--- config.mk ---
export PLATFORM = sky130hd
export DESIGN_NAME = tcw_ctrl
export DESIGN_NICKNAME = d
export VERILOG_FILES = /design/src/rtl/tcw_pkg.sv /design/src/rtl/tcw_ctrl.sv
export SDC_FILE = /design/constraint.sdc
export NUM_CORES = 1
export LEC_CHECK = 0
export BUFFER_PORTS_ARGS = -buffer_cell sky130_fd_sc_hd__buf_2
export CAP_MARGIN = 5
export CORE_MARGIN = 2
export CORE_UTILIZATION = 49
export CTS_CLUSTER_DIAMETER = 50
export DETAILED_ROUTE_END_ITERATION = 10
export PLACE_DENSITY = 0.77
export SYNTH_ARGS = -nofsm -noshare
export SYNTH_HDL_FRONTEND = slang
export SYNTH_SLANG_ARGS = --single-unit
--- constraint.sdc ---
create_clock -name clk -period 3.8 [get_ports clk]
set_clock_uncertainty 0.05 [all_clocks]
set_input_delay 0.57 -clock clk [delete_from_list [all_inputs] [get_ports clk]]
set_output_delay 0.57 -clock clk [all_outputs]
set_load 0.005 [all_outputs]
--- src/rtl/tcw_pkg.sv ---
// shared constants, codes and types of the text console writer
package tcw_pkg;

  localparam int COLUMNS = 80;
  localparam int ROWS    = 25;
  localparam int CELLS   = COLUMNS * ROWS;
  localparam int KEEP    = COLUMNS * (ROWS - 1);

  localparam int CELL_AW = $clog2(CELLS);
  localparam int COL_W   = $clog2(COLUMNS);
  localparam int ROW_W   = $clog2(ROWS);

  localparam int OP_W   = 2;
  localparam int CHAR_W = 8;
  localparam int ATTR_W = 8;
  localparam int IDX_W  = 11;
  localparam int POS_W  = 11;
  localparam int CELL_W = CHAR_W + ATTR_W;

  localparam logic [CHAR_W-1:0]  NEWLINE_CODE = 8'd10;
  localparam logic [CHAR_W-1:0]  NUL_CODE     = 8'd0;
  localparam logic [ATTR_W-1:0]  FILL_RESET   = 8'd15;

  localparam logic [CELL_AW-1:0] LAST_CELL = CELL_AW'(CELLS - 1);
  localparam logic [CELL_AW-1:0] KEEP_ADDR = CELL_AW'(KEEP);
  localparam logic [CELL_AW-1:0] COLS_ADDR = CELL_AW'(COLUMNS);
  localparam logic [COL_W-1:0]   LAST_COL  = COL_W'(COLUMNS - 1);
  localparam logic [ROW_W-1:0]   LAST_ROW  = ROW_W'(ROWS - 1);
  localparam logic [IDX_W-1:0]   CELLS_IDX = IDX_W'(CELLS);

  typedef enum logic [OP_W-1:0] {
    OP_WRITE = 2'd0,
    OP_CLEAR = 2'd1,
    OP_READ  = 2'd2,
    OP_NONE  = 2'd3
  } op_t;

  typedef enum logic [8:0] {
    ST_INIT    = 9'b000000001,
    ST_IDLE    = 9'b000000010,
    ST_WR      = 9'b000000100,
    ST_RDNEXT  = 9'b000001000,
    ST_FIXATTR = 9'b000010000,
    ST_SCROLL  = 9'b000100000,
    ST_FILL    = 9'b001000000,
    ST_RDCELL  = 9'b010000000,
    ST_DONE    = 9'b100000000
  } state_t;

  typedef struct packed {
    logic               we;
    logic [CELL_AW-1:0] waddr;
    logic [CHAR_W-1:0]  wchar;
    logic [ATTR_W-1:0]  wattr;
    logic               re;
    logic [CELL_AW-1:0] raddr;
  } mem_req_t;

  typedef struct packed {
    logic [POS_W-1:0]  cursor;
    logic [CHAR_W-1:0] rd_char;
    logic [ATTR_W-1:0] rd_attr;
    logic              scrolled;
  } result_t;

endpackage

--- src/rtl/tcw_ctrl.sv ---
// sequencer: cursor tracking, cell writes and reads, scroll copy and fill sweeps
module tcw_ctrl import tcw_pkg::*; (
  input  logic              clk,
  input  logic              rst_n,
  input  logic              in_valid,
  output logic              in_ready,
  input  logic [OP_W-1:0]   in_opcode,
  input  logic [CHAR_W-1:0] in_char_code,
  input  logic [ATTR_W-1:0] in_char_colour,
  input  logic [IDX_W-1:0]  in_cell_index,
  input  logic [ATTR_W-1:0] fill_colour,
  output mem_req_t          mem_req,
  input  logic [CELL_W-1:0] mem_rdata,
  output logic              res_valid,
  input  logic              res_ready,
  output result_t           res
);

  state_t             state_r, state_nxt;
  logic [CELL_AW-1:0] cnt_r, cnt_nxt;
  logic [CELL_AW-1:0] cursor_r, cursor_nxt;
  logic [COL_W-1:0]   col_r, col_nxt;
  logic [ROW_W-1:0]   row_r, row_nxt;
  logic               pend_r, pend_nxt;
  logic [CELL_AW-1:0] dst_r, dst_nxt;
  logic               scrolled_r, scrolled_nxt;
  logic [CHAR_W-1:0]  char_r, char_nxt;
  logic [ATTR_W-1:0]  colour_r, colour_nxt;
  logic [CHAR_W-1:0]  rd_char_r, rd_char_nxt;
  logic [ATTR_W-1:0]  rd_attr_r, rd_attr_nxt;

  logic [CELL_AW-1:0] alu_a, alu_b, alu_sum;
  logic [CELL_AW-1:0] cnt_inc;
  logic               accept, nl, wrap_col, last_cell;

  assign alu_sum   = alu_a + alu_b;
  assign cnt_inc   = cnt_r + CELL_AW'(1);
  assign accept    = in_valid && (state_r == ST_IDLE);
  assign in_ready  = (state_r == ST_IDLE);
  assign nl        = (char_r == NEWLINE_CODE);
  assign wrap_col  = nl || (col_r == LAST_COL);
  assign last_cell = (row_r == LAST_ROW) && wrap_col;

  assign res_valid    = (state_r == ST_DONE);
  assign res.cursor   = POS_W'(cursor_r);
  assign res.rd_char  = rd_char_r;
  assign res.rd_attr  = rd_attr_r;
  assign res.scrolled = scrolled_r;

  always_comb begin
    state_nxt    = state_r;
    cnt_nxt      = cnt_r;
    cursor_nxt   = cursor_r;
    col_nxt      = col_r;
    row_nxt      = row_r;
    pend_nxt     = pend_r;
    dst_nxt      = dst_r;
    scrolled_nxt = scrolled_r;
    char_nxt     = char_r;
    colour_nxt   = colour_r;
    rd_char_nxt  = rd_char_r;
    rd_attr_nxt  = rd_attr_r;
    alu_a        = cursor_r;
    alu_b        = CELL_AW'(1);
    mem_req      = '0;

    unique case (state_r)
      ST_INIT: begin
        mem_req.we    = 1'b1;
        mem_req.waddr = cnt_r;
        if (cnt_r == LAST_CELL) begin
          state_nxt = ST_IDLE;
        end else begin
          cnt_nxt = cnt_inc;
        end
      end
      ST_IDLE: begin
        if (accept) begin
          char_nxt     = in_char_code;
          colour_nxt   = in_char_colour;
          scrolled_nxt = 1'b0;
          rd_char_nxt  = '0;
          rd_attr_nxt  = '0;
          unique case (op_t'(in_opcode))
            OP_WRITE: state_nxt = ST_WR;
            OP_CLEAR: begin
              cnt_nxt   = '0;
              state_nxt = ST_FILL;
            end
            OP_READ: begin
              if (in_cell_index < CELLS_IDX) begin
                mem_req.re    = 1'b1;
                mem_req.raddr = in_cell_index[CELL_AW-1:0];
                state_nxt     = ST_RDCELL;
              end else begin
                state_nxt = ST_DONE;
              end
            end
            OP_NONE: state_nxt = ST_DONE;
            default: state_nxt = ST_DONE;
          endcase
        end
      end
      ST_WR: begin
        alu_a = cursor_r;
        alu_b = nl ? (COLS_ADDR - CELL_AW'(col_r)) : CELL_AW'(1);
        if (!nl) begin
          mem_req.we    = 1'b1;
          mem_req.waddr = cursor_r;
          mem_req.wchar = char_r;
          mem_req.wattr = colour_r;
        end
        if (last_cell) begin
          scrolled_nxt = 1'b1;
          cnt_nxt      = '0;
          pend_nxt     = 1'b0;
          state_nxt    = ST_SCROLL;
        end else begin
          cursor_nxt = alu_sum;
          if (wrap_col) begin
            col_nxt = '0;
            row_nxt = row_r + ROW_W'(1);
          end else begin
            col_nxt = col_r + COL_W'(1);
          end
          state_nxt = ST_RDNEXT;
        end
      end
      ST_RDNEXT: begin
        mem_req.re    = 1'b1;
        mem_req.raddr = cursor_r;
        state_nxt     = ST_FIXATTR;
      end
      ST_FIXATTR: begin
        mem_req.we    = 1'b1;
        mem_req.waddr = cursor_r;
        mem_req.wchar = mem_rdata[CELL_W-1:ATTR_W];
        mem_req.wattr = fill_colour;
        state_nxt     = ST_DONE;
      end
      ST_SCROLL: begin
        // read one row below while writing back the cell fetched last cycle
        alu_a         = cnt_r;
        alu_b         = COLS_ADDR;
        mem_req.re    = (cnt_r != KEEP_ADDR);
        mem_req.raddr = alu_sum;
        mem_req.we    = pend_r;
        mem_req.waddr = dst_r;
        mem_req.wchar = mem_rdata[CELL_W-1:ATTR_W];
        mem_req.wattr = mem_rdata[ATTR_W-1:0];
        pend_nxt      = (cnt_r != KEEP_ADDR);
        dst_nxt       = cnt_r;
        if (cnt_r == KEEP_ADDR) begin
          state_nxt = ST_FILL;
        end else begin
          cnt_nxt = cnt_inc;
        end
      end
      ST_FILL: begin
        mem_req.we    = 1'b1;
        mem_req.waddr = cnt_r;
        mem_req.wchar = NUL_CODE;
        mem_req.wattr = fill_colour;
        if (cnt_r == LAST_CELL) begin
          cursor_nxt = scrolled_r ? KEEP_ADDR : '0;
          col_nxt    = '0;
          row_nxt    = scrolled_r ? LAST_ROW : '0;
          state_nxt  = ST_DONE;
        end else begin
          cnt_nxt = cnt_inc;
        end
      end
      ST_RDCELL: begin
        rd_char_nxt = mem_rdata[CELL_W-1:ATTR_W];
        rd_attr_nxt = mem_rdata[ATTR_W-1:0];
        state_nxt   = ST_DONE;
      end
      ST_DONE: begin
        if (res_ready) begin
          state_nxt = ST_IDLE;
        end
      end
      default: state_nxt = ST_INIT;
    endcase
  end

  always_ff @(posedge clk) begin
    if (!rst_n) begin
      state_r    <= ST_INIT;
      cnt_r      <= '0;
      cursor_r   <= '0;
      col_r      <= '0;
      row_r      <= '0;
      pend_r     <= 1'b0;
      scrolled_r <= 1'b0;
    end else begin
      state_r    <= state_nxt;
      cnt_r      <= cnt_nxt;
      cursor_r   <= cursor_nxt;
      col_r      <= col_nxt;
      row_r      <= row_nxt;
      pend_r     <= pend_nxt;
      scrolled_r <= scrolled_nxt;
    end
  end

  always_ff @(posedge clk) begin
    dst_r     <= dst_nxt;
    char_r    <= char_nxt;
    colour_r  <= colour_nxt;
    rd_char_r <= rd_char_nxt;
    rd_attr_r <= rd_attr_nxt;
  end

endmodule

==> run metrics, run 1 <==
drt wl/cell=about 19 um; mux share of post-synthesis cell area=1.02%; clock transition at the registers of the reported paths=0.09 ns; Power Density=318 mW/mm^2; CP Launch Type=flip-flop; initial detailed-routing violation count=523; status=complete, but fails checks; Post-synth EDFFs=43; Post-Route Setup TNS=-0.412 ns; combinational family with the most area after synthesis=simple AND/OR/NAND/NOR gates; post-synthesis simple-gate area fraction=between 20% and 30%; post-route cell area=0.00662 mm^2; Die X=106 um; Max Cap Viol=0; Final Hold Viols=0; hold buffer count at CTS=0; ANT nets after route=0; vias=5,179; Chip Height=106 um; Synth Flop Type=dfxtp_1; Synth area leader=edfxtp_1; CP delay by family, top=simple AND/OR/NAND/NOR gates; Synth Area in Adders=4.28%; Root Driver=clkbuf_8; maximum vdd drop=0.000222 V; Synth Area in Compound Gates=19.7%; critical path class=reg -> out; Worst slew margin=around 42%; vias per inst=6.06; slew at the pin with the worst max-slew slack=0.865 ns; dominant cells by area after synthesis=edfxtp_1 25%, dfxtp_1 18%, nand2_1 5.8%, ha_1 3.9%, a21oi_1 3.5%; Synth Instances=~570; Detail Placement HPWL=11,400 um; final worst slack=-0.165 ns; initial antenna violation count=0; Lkg Pwr=2.76 nW; CP max stage delay=0.34 ns; Mapped Nets=640; RSZ-0062 raised after global routing=yes; YS warnings=0; final WL=16,000 um; htree depth=3; Buf+Inv Stages, Crit Path=4; count of cell types in the netlist=67; final hold slack=0.323 ns; Tot Pwr=2.10 mW; GRT Util Overall=26.7%; post-synthesis async set-or-reset flop share=0%; Setup violations, final=4; violated checks=setup timing; pin count of the biggest net entering global routing=23; worst-path cell chain=nor4_4 > buf_4 > nand3_4 > buf_12 > mux2i_4 > inv_2 > ha_4 > a21o_1 > and4_4 > nor3_4 > nor3b_1 > nor3_1 > a221o_1 > buf_2; synthesis-stage register bit count=88; cts bufs inserted=9; Clock Sinks=88; syn avg cell area=~9.1 um^2; Post-Syn Area=0.00515 mm^2; Synth top cells by count=80 x nand2_1, 45 x dfxtp_1, 43 x edfxtp_1; Synth top area share=between 20% and 30%; clk_lat worst skew=~0.37 ns; CP max FO=7; Final Cycle Share=104%; Final #Nets=787; share of cells above drive strength 1=34.7%; highest clock rate=252 MHz; placed cell areas=between 0.005 and 0.006 mm^2; Starting Density=between 50 and 60%; Crit. End Element=output pin; Rows=37; GR Overflow Total=0; final cell count without fillers=between 800 and 900; Post-route DRC=0; CTS max path bufs=2; first-pass GRT wire length=23,800 um; Core Area=approximately 0.01 mm^2; Pre-antenna DRT Iters=7; most common cell in the netlist=nand2_1; Fill cells=845; Finished Core Util=64.4%; port bufs=126; post-synthesis sequential area ratio=42.6%; dpl cells=819; Final min period=3.96 ns; CTS tree=built; setup slack after placement=0.0741 ns; slowest CP cell=dfxtp_2; Required @ worst endpoint=between 3 and 4 ns; Tightest Hold Check Type=in -> reg; Die ar.=0.0113 mm^2; Worst Path Arrival=3.34 ns; IO Count=127; xor/xnor share of the synthesized area=3.40%; synth-to-layout area growth=28.6%; Ant. Diodes=0; vias in the first global route=4,871; Placer Congestion=roughly 0.91; Pins Over Slew Limit=0
## sequential cells by signal, indices dropped and copies added (netlist names), 5 cells and up
name       count
row_r          5
colour_r       8
cursor_r      11
rd_char_r      8
rd_attr_r      8
dst_r         11
state_r        9
col_r          7
cnt_r         11
char_r         8
## power by group
part	leakage [nW]	switching [mW]	total (mW)	internal, mW
sequential	0.708	0.0449	1.07	1.02
combinational	1.96	0.225	0.375	0.150
clock	0.0945	0.356	0.663	0.307
total	2.76	0.626	2.10	1.48
## path summary, 6_finish.rpt
check | startpoint | end | cells past startpoint | slack (ns)
min reg2reg | row_r[1]$_SDFFE_PN0P_ | row_r[1]$_SDFFE_PN0P_ | 2 | 0.48
min | in_char_colour[2] | colour_r[2]$_DFFE_PP_ | 1 | 0.32
max reg2reg | col_r[3]$_SDFFE_PN0P_ | cnt_r[6]$_SDFFE_PN0P_ | 6 | 0.79
max | state_r[4]$_SDFFE_PN0P_ | mem_req[7] | 14 | -0.16
## layout by cell type, fill, tap and decap left out, drive strengths merged, types with 3 or more instances in the layout
| cell | instances |
|---|---|
| or2 | 3 |
| buf | 171 |
| inv | 29 |
| a22o | 8 |
| xor2 | 7 |
| a41oi | 5 |
| a21o | 5 |
| o2111ai | 3 |
| and2 | 19 |
| nand3 | 19 |
| nand3b | 3 |
| edfxtp | 43 |
| a222oi | 5 |
| and4b | 5 |
| a221o | 5 |
| o31ai | 11 |
| nor4 | 13 |
| or3 | 8 |
| o21ai | 23 |
| xnor2 | 13 |
| a21oi | 37 |
| ha | 16 |
| a22oi | 21 |
| nand4 | 3 |
| clkinv | 3 |
| nor3 | 15 |
| clkbuf | 10 |
| mux2i | 3 |
| nand4b | 3 |
| dfxtp | 45 |
| or4 | 11 |
| nand2 | 80 |
| nor2 | 35 |
| and3 | 3 |
## layer usage
metal	part of all wire, %	routed length (um)	GRT usage, %	vias to the layer above
met5	0	0	0	-
met4	3.1	490	13.5	0
met3	7.9	1260	4.54	52
met2	48	7640	45.3	315
met1	41	6630	32.8	2424
li1	-	-	-	2388
## worst reg2reg max path: stages, from the launching register on
cell and delay [ns]:
dfxtp_1 0.50, nand2_1 0.15, or4_1 0.59, a21oi_2 0.48
o211ai_1 0.43, or4_1 0.59, a21oi_1 0.14
## area by class of cell
class                      count  area (um^2)  share of cell area [%]
inverter                      28          113                    1.70
multi-input combinational    415         2950                    44.5
timing repair buffer         171         1000                    15.1
clock buffer                  10          128                    1.93
clock inverter                 6         67.6                    1.02
tap                          136          170                    2.57
sequential                    88         2200                    33.2
## cells by family (layout without fill, tap and decap cells)
kind of cell | Yosys count | after routing
simple gates | 230 | 230
compound gates | 143 | 143
flops | 88 | 88
buf+inv | 63 | 215
xor+xnor | 20 | 20
fa+ha+maj | 17 | 17
mux | 5 | 5
## repair_timing
action	in CTS	in global routing
gates resized for setup	31	39
endpoints found under the setup margin	5	7
setup buffers	10	9
pin swaps	14	28
gates cloned	0	1
endpoints found under the hold margin	0	0
(Power assumes the default switching activity.)
==> inputs of run 2 (changes only) <==
- BUFFER_PORTS_ARGS: -buffer_cell sky130_fd_sc_hd__buf_2 -> default
- CORE_UTILIZATION: 49 -> 59
- CTS_BUF_LIST: default -> sky130_fd_sc_hd__clkbuf_4 sky130_fd_sc_hd__clkbuf_8
- DONT_BUFFER_PORTS: default -> 1
- PLACE_DENSITY: 0.77 -> 0.78
==> run metrics, run 2 (same netlist as run 1, synthesis figures left out) <==
cts bufs inserted=9 (unchanged); Final #Nets=645 (was 787); wire length on met1=5870 um (was 6630 um); highest clock rate=260 MHz (was 252 MHz); final worst slack=-0.0451 ns (was -0.165 ns); Setup violations, final=4 (unchanged); Final Cycle Share=101% (was 104%); vias=4,685 (was 5,179); met2 wire len=7340 um (was 7640 um); Chip Height=97.4 um (was 106 um); violated checks=setup timing (unchanged); maximum vdd drop=0.000202 V (was 0.000222 V); CTS tree=built (unchanged); Pre-antenna DRT Iters=5 (was 7); Crit. End Element=output pin (unchanged); Clock Sinks=88 (unchanged); Worst slew margin=36.7% (was 42.1%); leading cell type in the layout, fill and taps excluded=nand2_1 (was buf_2); Lkg Pwr=2.13 nW (was 2.76 nW); reg2reg start=state_r[6]$_SDFFE_PN0P_ (was col_r[3]$_SDFFE_PN0P_); Die ar.=0.00949 mm^2 (was 0.0113 mm^2); Post-Route Setup TNS=-0.0906 ns (was -0.412 ns); final WL=15,200 um (was 16,000 um); share of cells above drive strength 1=18.2% (was 34.7%); drt wl/cell=22.2 um (was 18.8 um); Core Area=0.00859 mm^2 (was 0.0103 mm^2); Logic pwr share=15.1% (was 17.8%); Rows=34 (was 37); internal cell power=1.46 mW (was 1.48 mW); synth-to-layout area growth=13.4% (was 28.6%); IO Count=127 (unchanged); Top Registers=cnt_r: 11 flops, cursor_r: 11 flops, dst_r: 11 flops (unchanged); vias per inst=6.85 (was 6.06); initial antenna violation count=0 (unchanged); placed cell areas=0.00525 mm^2 (was 0.00598 mm^2); Root Driver=clkbuf_8 (unchanged); ANT nets after route=0 (unchanged); clock power share=34.0% (was 31.5%); Required @ worst endpoint=3.18 ns (about the same); Fill cells=671 (was 845); highest routed metal layer=met4 (unchanged); vias in the first global route=4,394 (was 4,871); Power Density=360 mW/mm^2 (was 318 mW/mm^2); Worst Path Arrival=3.23 ns (was 3.34 ns); Final min period=3.85 ns (was 3.96 ns); Starting Density=59.9% (was 50.1%); Reg power frac=50.9% (was 50.7%); RSZ-0062 raised after global routing=yes (unchanged); port bufs=0 (was 126); first-pass GRT wire length=23,100 um (was 23,800 um); critical path class=reg -> out (unchanged); Post-route DRC=0 (unchanged); switching power share of the total=30.5% (was 29.7%); HP Start=in_opcode[0] (was in_char_colour[2]); initial detailed-routing violation count=422 (was 523); pin count of the biggest net entering global routing=23 (unchanged); Detail Placement HPWL=10,600 um (was 11,400 um); met3 WL=1330 um (was 1260 um); CP Launch Type=flip-flop (unchanged); clock transition at the registers of the reported paths=0.10 ns (was 0.09 ns); switching pwr=0.640 mW (was 0.626 mW); Ant. Diodes=0 (unchanged); post-route cell area=0.00584 mm^2 (was 0.00662 mm^2); Final Hold Viols=0 (unchanged); GR Overflow Total=0 (unchanged); most frequent cells in the layout=77 x nand2_1, 43 x edfxtp_1, 39 x dfxtp_1 (was 127 x buf_2, 77 x nand2_1, 43 x edfxtp_1); crit path launch=state_r[6]$_SDFFE_PN0P_ (was state_r[4]$_SDFFE_PN0P_); htree depth=3 (unchanged); slew at the pin with the worst max-slew slack=0.946 ns (was 0.865 ns); Tot Pwr=2.10 mW (about the same); CP max FO=8 (was 7); clk_lat worst skew=0.37 ns (about the same); Die X=97.4 um (was 106 um); CTS max path bufs=2 (unchanged); Tightest Hold Check Type=in -> reg (unchanged); status=complete, but fails checks (unchanged); Pins Over Slew Limit=0 (unchanged); GRT Util Overall=30.6% (was 26.7%); Max Cap Viol=0 (unchanged); Placer Congestion=0.959 (was 0.913); hold buffer count at CTS=0 (unchanged)
[run 2: path summary, 6_finish.rpt]
check	end	slack [ns]	depth (start not counted)
worst min-delay path	state_r[2]$_SDFFE_PN0P_	0.22	1
worst max register to register	cursor_r[6]$_SDFFE_PN0P_	0.60	14
worst min register to register	row_r[1]$_SDFFE_PN0P_	0.49	2
worst max-delay path	mem_req[8]	-0.05	13
[run 2: power by group through the flow]
| stage | sequential [mW] | clock [mW] | combinational [mW] |
|---|---|---|---|
| 3_5_place_dp | 1.08 | 0 | 0.292 |
| 5_1_grt | 1.08 | 0.763 | 0.344 |
| 4_1_cts | 1.07 | 0.724 | 0.302 |
| 6_report | 1.07 | 0.716 | 0.317 |
| 3_3_place_gp | 1.08 | 0 | 0.278 |
| 2_1_floorplan | 1.06 | 0 | 0.243 |
[run 2: final cells by class]
cell class / instances / area [um^2] / area share (%)
Multi-Input combinational cell: 415 / 2900 / 49.7
Sequential cell: 88 / 2200 / 37.7
Timing Repair Buffer: 29 / 269 / 4.61
Tap cell: 108 / 135 / 2.31
Clock buffer: 9 / 124 / 2.12
Inverter: 28 / 110 / 1.89
Clock inverter: 7 / 97.6 / 1.67
[run 2: stage by stage]
step	setup WS (ns)	instances	util, %	hold WS, ns
floorplan	0.0363	566	-	0.424
finish	-0.0451	684	67.9	0.218
CTS	0.00776	675	64.4	0.205
detailed placement	0.174	657	61.1	0.470
global route	-0.141	684	67.9	0.205
global placement	0.259	657	61.1	0.447
[run 2: worst max-delay path, stage by stage, from the launching register on]
cell and delay [ns]:
dfxtp_2 0.35, nor4_4 0.34, buf_4 0.18, nand3_4 0.21
o21ai_2 0.22, ha_2 0.20, inv_2 0.04, fa_2 0.37
nor2b_4 0.15, o2111ai_2 0.15, nand3_2 0.13, and3_4 0.19
nor3_1 0.05, a221o_1 0.28
[run 2: layer usage]
| metal | GRT usage [%] | up-vias |
|---|---|---|
| met5 | 0 | - |
| met4 | 12.6 | 0 |
| met3 | 5.76 | 54 |
| met2 | 50.6 | 273 |
| met1 | 39.4 | 2255 |
| li1 | - | 2103 |
[run 2: what timing repair did]
| item | 4_1_cts | 5_1_grt |
|---|---|---|
| buffers inserted | 2 | 7 |
| cloned | 0 | 2 |
| resized for setup | 13 | 52 |
| pin swaps | 4 | 11 |
| endpoints found under the setup margin | 7 | 8 |
==> inputs of run 3 (changes only) <==
- CORE_UTILIZATION: 59 -> 45
- GPL_TIMING_DRIVEN: default -> 0
- PLACE_DENSITY: 0.78 -> default
- clock period: 3.8 -> 3.7 ns (I/O delays scaled with it)
==> run metrics, run 3 (same netlist as run 1, synthesis figures left out) <==
Tightest Hold Check Type=in -> reg (unchanged); Final Cycle Share=107%; Tot Pwr=2.06 mW (was 2.10 mW); hold endpoint=state_r[2]$_SDFFE_PN0P_ (unchanged); violated checks=setup timing (unchanged); Post-route DRC=0 (unchanged); met3 Use GR=7.00% (was 5.76%); vias per inst=6.33 (was 6.85); CP max FO=5 (was 8); Power Density=338 mW/mm^2 (was 360 mW/mm^2); cts bufs inserted=9 (unchanged); final WL=16,200 um (was 15,200 um); CP Launch Type=flip-flop (unchanged); Crit. End Element=output pin (unchanged); drt wl/cell=21.8 um (was 22.2 um); Core Area=0.0113 mm^2 (was 0.00859 mm^2); slew at the pin with the worst max-slew slack=0.770 ns (was 0.946 ns); clk_lat worst skew=0.37 ns (about the same); CTS max path bufs=2 (unchanged); GR peak layer=met2 (unchanged); initial detailed-routing violation count=385 (was 422); port bufs=0 (unchanged); ANT nets after route=0 (unchanged); Root Driver=clkbuf_8 (unchanged); Ant. Diodes=0 (unchanged); Starting Density=45.7% (was 59.9%); Pre-antenna DRT Iters=5 (unchanged); Setup violations, final=9 (was 4); Lkg Pwr=2.17 nW (was 2.13 nW); post-route cell area=0.00610 mm^2 (was 0.00584 mm^2); Reg2Reg Setup Slack=0.49 ns (was 0.60 ns); Finished Core Util=54.1% (was 67.9%); status=complete, but fails checks (unchanged); pin count of the biggest net entering global routing=21 (was 23); Worst slew margin=48.2% (was 36.7%); CTS tree=built (unchanged); Critical R2R Capture=cursor_r[8]$_SDFFE_PN0P_ (was cursor_r[6]$_SDFFE_PN0P_); share of cells above drive strength 1=22.1% (was 18.2%); Sequential Area=0.00221 mm^2 (was 0.00220 mm^2); Detail Placement HPWL=11,500 um (was 10,600 um); maximum vdd drop=0.000208 V (was 0.000202 V); Fill cells=1,021 (was 671); IO Count=127 (unchanged); placed cell areas=0.00534 mm^2 (was 0.00525 mm^2); final worst slack=-0.255 ns (was -0.0451 ns); GRT Util Overall=25.4% (was 30.6%); Required @ worst endpoint=3.09 ns (was 3.18 ns); most frequent cells in the layout=78 x nand2_1, 43 x edfxtp_1, 38 x dfxtp_1 (was 77 x nand2_1, 43 x edfxtp_1, 39 x dfxtp_1); vias in the first global route=4,419 (was 4,394); highest clock rate=253 MHz; Placer Congestion=0.960 (was 0.959); met1 GRT Util=32.4% (was 39.4%); Rows=39 (was 34); Final #Nets=670 (was 645); htree depth=3 (unchanged); Post-Route Setup TNS=-1.26 ns (was -0.0906 ns); Die X=111 um (was 97.4 um); critical path class=reg -> out (unchanged); hold path depth=1 (unchanged); Pins Over Slew Limit=0 (unchanged); GR Overflow Total=0 (unchanged); Top Registers=cnt_r: 11 flops, cursor_r: 11 flops, dst_r: 11 flops (unchanged); Final min period=approximately 4.0 ns; reg2reg path depth=13 (was 14); hold buffer count at CTS=0 (unchanged); Final Hold Viols=0 (unchanged); synth-to-layout area growth=18.6% (was 13.4%); Die ar.=0.0123 mm^2 (was 0.00949 mm^2); multi-input logic area=0.00303 mm^2 (was 0.00290 mm^2); HP Start=in_opcode[1] (was in_opcode[0]); leading cell type in the layout, fill and taps excluded=nand2_1 (unchanged); vias=4,711 (was 4,685); Clock Sinks=88 (unchanged); reg2reg start=state_r[8]$_SDFFE_PN0P_ (was state_r[6]$_SDFFE_PN0P_); Max Cap Viol=0 (unchanged); initial antenna violation count=0 (unchanged); Chip Height=111 um (was 97.4 um); Worst Path Arrival=3.35 ns (was 3.23 ns); RSZ-0062 raised after global routing=yes (unchanged); first-pass GRT wire length=24,500 um (was 23,100 um); clock transition at the registers of the reported paths=0.10 ns (about the same); met2 usage=41.9% (was 50.6%)
==> run 3: repair_timing <==
action                                  in CTS  in global routing
gates resized for setup                     72                 31
pin swaps                                   21                 30
endpoints found under the setup margin      17                  9
setup buffers                               12                 11
==> run 3: worst max path at each step <==
stage,start,endpoint,slack [ns],cells past startpoint
after floorplan,state_r[4]$_SDFFE_PN0P_,mem_req[7],0.02,15
after global placement,state_r[4]$_SDFFE_PN0P_,mem_req[10],-0.61,16
after detailed placement,state_r[4]$_SDFFE_PN0P_,mem_req[10],-0.66,16
after CTS,state_r[7]$_SDFFE_PN0P_,mem_req[8],-0.20,13
after global routing,state_r[8]$_SDFFE_PN0P_,mem_req[8],-0.34,14
final,state_r[8]$_SDFFE_PN0P_,mem_req[8],-0.26,14
==> run 3: critical path, cell delays in order, from the launching register on <==
cell	delay (ns)
dfxtp_4	0.37
nor4_4	0.33
buf_4	0.18
nand3_4	0.15
clkbuf_16	0.22
o21ai_4	0.14
ha_2	0.19
inv_2	0.04
fa_2	0.39
nor2b_4	0.17
o2111ai_4	0.13
nand3_2	0.13
and3_4	0.20
nor3_2	0.04
a221o_1	0.29
==> run 3: power by group <==
| group | internal [mW] | total (mW) | switching [mW] |
|---|---|---|---|
| sequential | 1.05 | 1.08 | 0.0384 |
| combinational | 0.124 | 0.342 | 0.218 |
| clock | 0.250 | 0.633 | 0.383 |
| total | 1.42 | 2.06 | 0.639 |
==> run 3: area by class of cell <==
cell class	count	share of cell area [%]
plain buffers	30	3.26
clock buffers	9	2.03
clock inverters	7	0.902
inverters	28	1.87
multi-input cells	415	49.6
flip-flops and latches	88	36.2
well taps	143	2.93
repair buffers	24	3.22
==> run 3: routing by layer <==
| layer | wire length (um) | share of wire (%) |
|---|---|---|
| met5 | 0 | 0 |
| met4 | 327 | 2.0 |
| met1 | 6580 | 41 |
| met3 | 1420 | 8.7 |
| met2 | 7900 | 49 |
==> run 3: stage by stage <==
stage               setup slack (ns)  cells  hold WS [ns]
floorplan                     0.0239    566         0.424
global placement              -0.615    709         0.453
detailed placement            -0.662    709         0.470
CTS                           -0.198    732         0.181
global route                  -0.345    744         0.174
finish                        -0.255    744         0.196
